--- config.mk ---
export PLATFORM = sky130hd
export DESIGN_NAME = imm_mac
export DESIGN_NICKNAME = d
export VERILOG_FILES = /design/src/rtl/imm_pkg.sv /design/src/rtl/imm_mac.sv
export SDC_FILE = /design/constraint.sdc
export NUM_CORES = 1
export LEC_CHECK = 0
export BUFFER_PORTS_ARGS = -buffer_cell sky130_fd_sc_hd__buf_2
export CORE_MARGIN = 8
export CORE_UTILIZATION = 40
export CTS_CLUSTER_DIAMETER = 100
export CTS_CLUSTER_SIZE = 8
export DETAILED_ROUTE_END_ITERATION = 7
export GPL_ROUTABILITY_DRIVEN = 0
export MAX_ROUTING_LAYER = met4
export PLACE_DENSITY_LB_ADDON = 0.25
export SYNTH_ARGS = -nofsm -noshare
export SYNTH_HDL_FRONTEND = slang
export SYNTH_SLANG_ARGS = --single-unit
--- constraint.sdc ---
create_clock -name clock -period 9.7 [get_ports clock]
set_clock_uncertainty 0.2 [all_clocks]
set_input_delay 1.94 -clock clock [delete_from_list [all_inputs] [get_ports clock]]
set_output_delay 1.94 -clock clock [all_outputs]
set_load 0.02 [all_outputs]
--- src/rtl/imm_pkg.sv ---
// Shared types, sizes and helper functions of the integer matrix multiply block.
// Used by imm_store, imm_mac and int_matrix_multiply; depends on nothing else.
package imm_pkg;

   // Matrix geometry.
   localparam int MAX_DIM = 16;
   localparam int DIM_W   = $clog2(MAX_DIM);
   localparam int DEPTH   = MAX_DIM * MAX_DIM;
   localparam int ADDR_W  = $clog2(DEPTH);
   localparam int SIZE_W  = 5;
   localparam int DATA_W  = 32;
   localparam int CSR_W   = 2;

   // Request modes.
   localparam logic [1:0] MODE_WRITE_A = 2'd0;
   localparam logic [1:0] MODE_WRITE_B = 2'd1;
   localparam logic [1:0] MODE_QUERY   = 2'd2;

   // Configuration register indexes.
   localparam logic [CSR_W-1:0] CSR_A_ROWS     = 2'd0;
   localparam logic [CSR_W-1:0] CSR_INNER_SIZE = 2'd1;
   localparam logic [CSR_W-1:0] CSR_B_COLS     = 2'd2;

   localparam logic [SIZE_W-1:0] SIZE_RESET = SIZE_W'(MAX_DIM);

   // Write and read controls towards the element stores.
   typedef struct packed {
      logic              we_a;
      logic              we_b;
      logic [ADDR_W-1:0] waddr;
      logic [DATA_W-1:0] wdata;
      logic              rd_en;
      logic [ADDR_W-1:0] a_raddr;
      logic [ADDR_W-1:0] b_raddr;
   } store_ctl_type;

   // Controls towards the multiply-accumulate unit.
   typedef struct packed {
      logic clear;
      logic valid;
   } mac_ctl_type;

   // Element address: row-major with a fixed pitch of MAX_DIM.
   function automatic logic [ADDR_W-1:0] elem_addr(input logic [DIM_W-1:0] r,
                                                   input logic [DIM_W-1:0] c);
      elem_addr = ADDR_W'(r) * ADDR_W'(MAX_DIM) + ADDR_W'(c);
   endfunction

   // A size register saturated to the matrix capacity.
   function automatic logic [SIZE_W-1:0] eff_size(input logic [SIZE_W-1:0] s);
      eff_size = (s > SIZE_W'(MAX_DIM)) ? SIZE_W'(MAX_DIM) : s;
   endfunction

endpackage

--- src/rtl/imm_mac.sv ---
// Shared multiply-accumulate unit: a registered 32-bit product, then a wrapping sum.
// Depends on imm_pkg for the data width and the control struct.
module imm_mac (
   input  logic                          clock,
   input  logic                          reset,
   input  imm_pkg::mac_ctl_type          ctl,
   input  logic [imm_pkg::DATA_W-1:0]    a_data,
   input  logic [imm_pkg::DATA_W-1:0]    b_data,
   output logic [imm_pkg::DATA_W-1:0]    acc,
   output logic                          pending
);

   logic [imm_pkg::DATA_W-1:0] prod_ff;
   logic [imm_pkg::DATA_W-1:0] prod_in;
   logic                       prod_valid_ff;
   logic [imm_pkg::DATA_W-1:0] acc_ff;
   logic [imm_pkg::DATA_W-1:0] acc_in;

   // Only the low word of the product is kept, so signedness does not matter.
   assign prod_in = imm_pkg::DATA_W'(a_data * b_data);

   always_comb begin
      acc_in = acc_ff;
      if (ctl.clear) begin
         acc_in = '0;
      end else if (prod_valid_ff) begin
         acc_in = acc_ff + prod_ff;
      end
   end

   // Product stage valid flag.
   always_ff @(posedge clock) begin
      if (reset) begin
         prod_valid_ff <= 1'b0;
      end else begin
         prod_valid_ff <= ctl.valid;
      end
   end

   // Product and accumulator words.
   always_ff @(posedge clock) begin
      prod_ff <= prod_in;
      acc_ff  <= acc_in;
   end

   assign acc     = acc_ff;
   assign pending = prod_valid_ff;

endmodule

==> metrics.md <==
| Metric | Value |
|---|---|
| Initial Utilization | `0.403` |
| Antenna viol nets, final | `0` |
| Slew @ Worst Pin | `764 ps` |
| Ys async rst share | `0` |
| Hold_buf cts | `0` |
| Top cell type's share of synthesized area | `0.430` |
| Total grt overflow | `0` |
| Chip Width | `234 um` |
| Hold Path Class | `register to register` |
| Synth area leaders | `fa_1 43%, ha_1 10%, and2_1 9.0%` |
| CTS clock-pin slew for the worst setup and hold paths | `60 ps` |
| Mapped Nets | `2758` |
| Clock tree root buffer cell | `clkbuf_16` |
| Synth warn | `0` |
| CP Launch Type | `input pin` |
| Status | `finished clean` |
| Number of cell rows | `80` |
| Final setup fails | `0` |
| Die ar. | `54900 um^2` |
| Relative slew slack | `0.490` |
| R2R Path Start | `acc[1]$_SDFFE_PP0P_` |
| Worst Setup End Kind | `register` |
| Detailed-router iteration count before antenna repair | `5` |
| Yosys reg bits | `65` |
| Distinct cells, synth | `57` |
| Vias in the first global route | `15.2k` |
| Initial antenna violation count | `0` |
| Period utilization | `0.894` |
| RSZ-0062 raised after global routing | `no` |
| Die height | `234 um` |
| Layout area overhead | `6.46%` |
| Mapped Area | `19100 um^2` |
| Synth area leader | `fa_1` |
| Number of flops mapped to enable cells by yosys | `0` |
| Final Max Tran Viols | `0` |
| Critical Path AT | `8720 ps` |
| Number of H-tree levels | `3` |
| CTS tree | `yes` |
| Clock Latency Late Sink | `330 ps` |
| Total track usage | `0.197` |
| Top FF cell, synth | `dfxtp_1` |
| Critical path origin | `b_data[7]` |
| Largest net degree at the start of global routing | `39` |
| # resized after CTS | `0` |
| Nets | `2773` |
| WL/cell | `18.4 um` |
| Postcts setup bufs | `0` |
| Post-route minimum period | `8670 ps` |
| Final WL | `50700 um` |
| Fillers | `4679` |
| CTS Buffer Depth | `2` |
| Seq/Total Area, Yosys | `0.0683` |
| Initial DRC Count | `801` |
| Avg Cell Area, Syn | `8.96 um^2` |
| Number of remaining DRC errors | `0` |
| Global-route wire length before repair | `82200 um` |
| # port buffers | `100` |
| Vias after detailed routing | `14.1k` |
| Type of the worst setup path | `input pin to register` |
| Vias per cell | `5.12` |
| Core area | `47300 um^2` |
| I/O pin count | `101` |
| Hold path start | `acc[27]$_SDFFE_PP0P_` |
| Crit path required time | `9750 ps` |
| # diodes | `0` |
| Clk sinks | `65` |
| Post-Syn Instances | `2127` |
| Fmax | `0.115 GHz` |
| Hold Vio Cnt, Final | `0` |
| TritonCTS buffer count | `9` |
| Setup TNS | `0 ps` |
| Crit-path max FO | `25` |
| Dpl hpwl | `42100 um` |
| Max-cap check violation count | `0` |
| Layout cells sized above 1 | `0.0605` |
-- cells in the final DEF (no fill, tap or decap), drive strengths merged, types with 11 or more instances in the layout --
cell | netlist | layout
ha | 154 | 154
and2 | 274 | 274
xor2 | 24 | 24
nand2 | 295 | 295
dfxtp | 65 | 65
nor3 | 11 | 11
a21o | 24 | 24
o21a | 18 | 18
o21ai | 30 | 30
buf | 2 | 105
nor2 | 54 | 54
nand3 | 16 | 16
xnor2 | 81 | 81
fa | 409 | 409
a21oi | 48 | 48
inv | 405 | 406
mux2i | 14 | 14
-- per-layer routing --
layer | up-vias | share of wire | global-route usage
li1 | 6435 | - | -
met1 | 7210 | 0.41 | 0.240
met2 | 406 | 0.51 | 0.342
met3 | 86 | 0.041 | 0.0194
met4 | 0 | 0.037 | 0.0637
met5 | - | 0 | -
-- area by class of cell --
type                    instances  area (um^2)  share of cell area
multi-input cells            1556        15900               0.782
inverters                     405         1520              0.0749
flip-flops and latches         65         1300              0.0641
well taps                     615          769              0.0379
repair buffers                105          538              0.0265
clock buffers                   9          225              0.0111
clock inverters                 7         78.8             0.00388
-- state kept, by name, indices dropped and copies added, names as in the netlist --
name and cells:
pending 1, acc 32, prod_ff 32
-- worst paths after layout --
kind	endpoint	slack [ps]	cells after the start
worst max-delay path	prod_ff[29]$_DFF_P_	1030	22
worst min-delay path	acc[27]$_SDFFE_PP0P_	290	2
worst max register to register	acc[29]$_SDFFE_PP0P_	6340	10
worst min register to register	acc[27]$_SDFFE_PP0P_	290	2
-- kinds of logic (layout without fill, tap and decap cells) --
logic type,Yosys count,count (layout),share of synthesized area
AO/OA/AOI/OAI,181,181,0.0642
XOR/XNOR,105,105,0.0482
adder cells (fa/ha/maj),563,563,0.531
buffers and inverters,506,526,0.0996
flip-flops,65,65,0.0683
multiplexers,15,15,0.00794
AND/OR/NAND/NOR,692,692,0.181
-- per-stage QoR --
step | cell area (um^2) | instances | utilization | setup WS, ps | hold WS [ps]
after global placement | 20000 | 2746 | 0.422 | 791 | 278
after global routing | 20300 | 2762 | 0.429 | 665 | 312
after detailed placement | 20000 | 2746 | 0.422 | 656 | 297
after CTS | 20300 | 2762 | 0.429 | 997 | 306
final | 20300 | 2762 | 0.429 | 1030 | 293
after floorplan | 19100 | 2127 | - | 1210 | 351
-- synthesized netlist by cell type, types with 4 or more instances --
cell      count
and2_1      274
o21a_1       18
xnor2_1      81
o21bai_1      8
xor2_1       24
o21ai_0      27
o31ai_1       4
ha_1        154
nand2b_1      7
mux2i_1      14
nand4_1       7
inv_1       405
a21o_1       24
a211oi_1      9
nand3_1      15
a21oi_1      48
nor2b_1       5
nor2_1       54
nor3_1       11
fa_1        409
and4_1        4
a31oi_1       6
or3_1         8
clkbuf_1     99
nand2_1     295
dfxtp_1      65
-- worst max-delay path: stages --
cell      delay, ps
buf_2           410
and2_1          220
fa_1            430
fa_1            490
fa_1            530
inv_1            50
fa_1            480
inv_1            50
fa_1            500
inv_1            50
fa_1            520
inv_1            50
fa_1            490
fa_1            410
ha_1            370
o21ai_0         140
a21oi_1         100
a211o_1         360
a221oi_2        430
o21ai_1         200
a221oi_2        280
xnor2_1         150
Power is not shown: default switching activity piles up to over one toggle a cycle in this logic, so the estimate is an artifact.
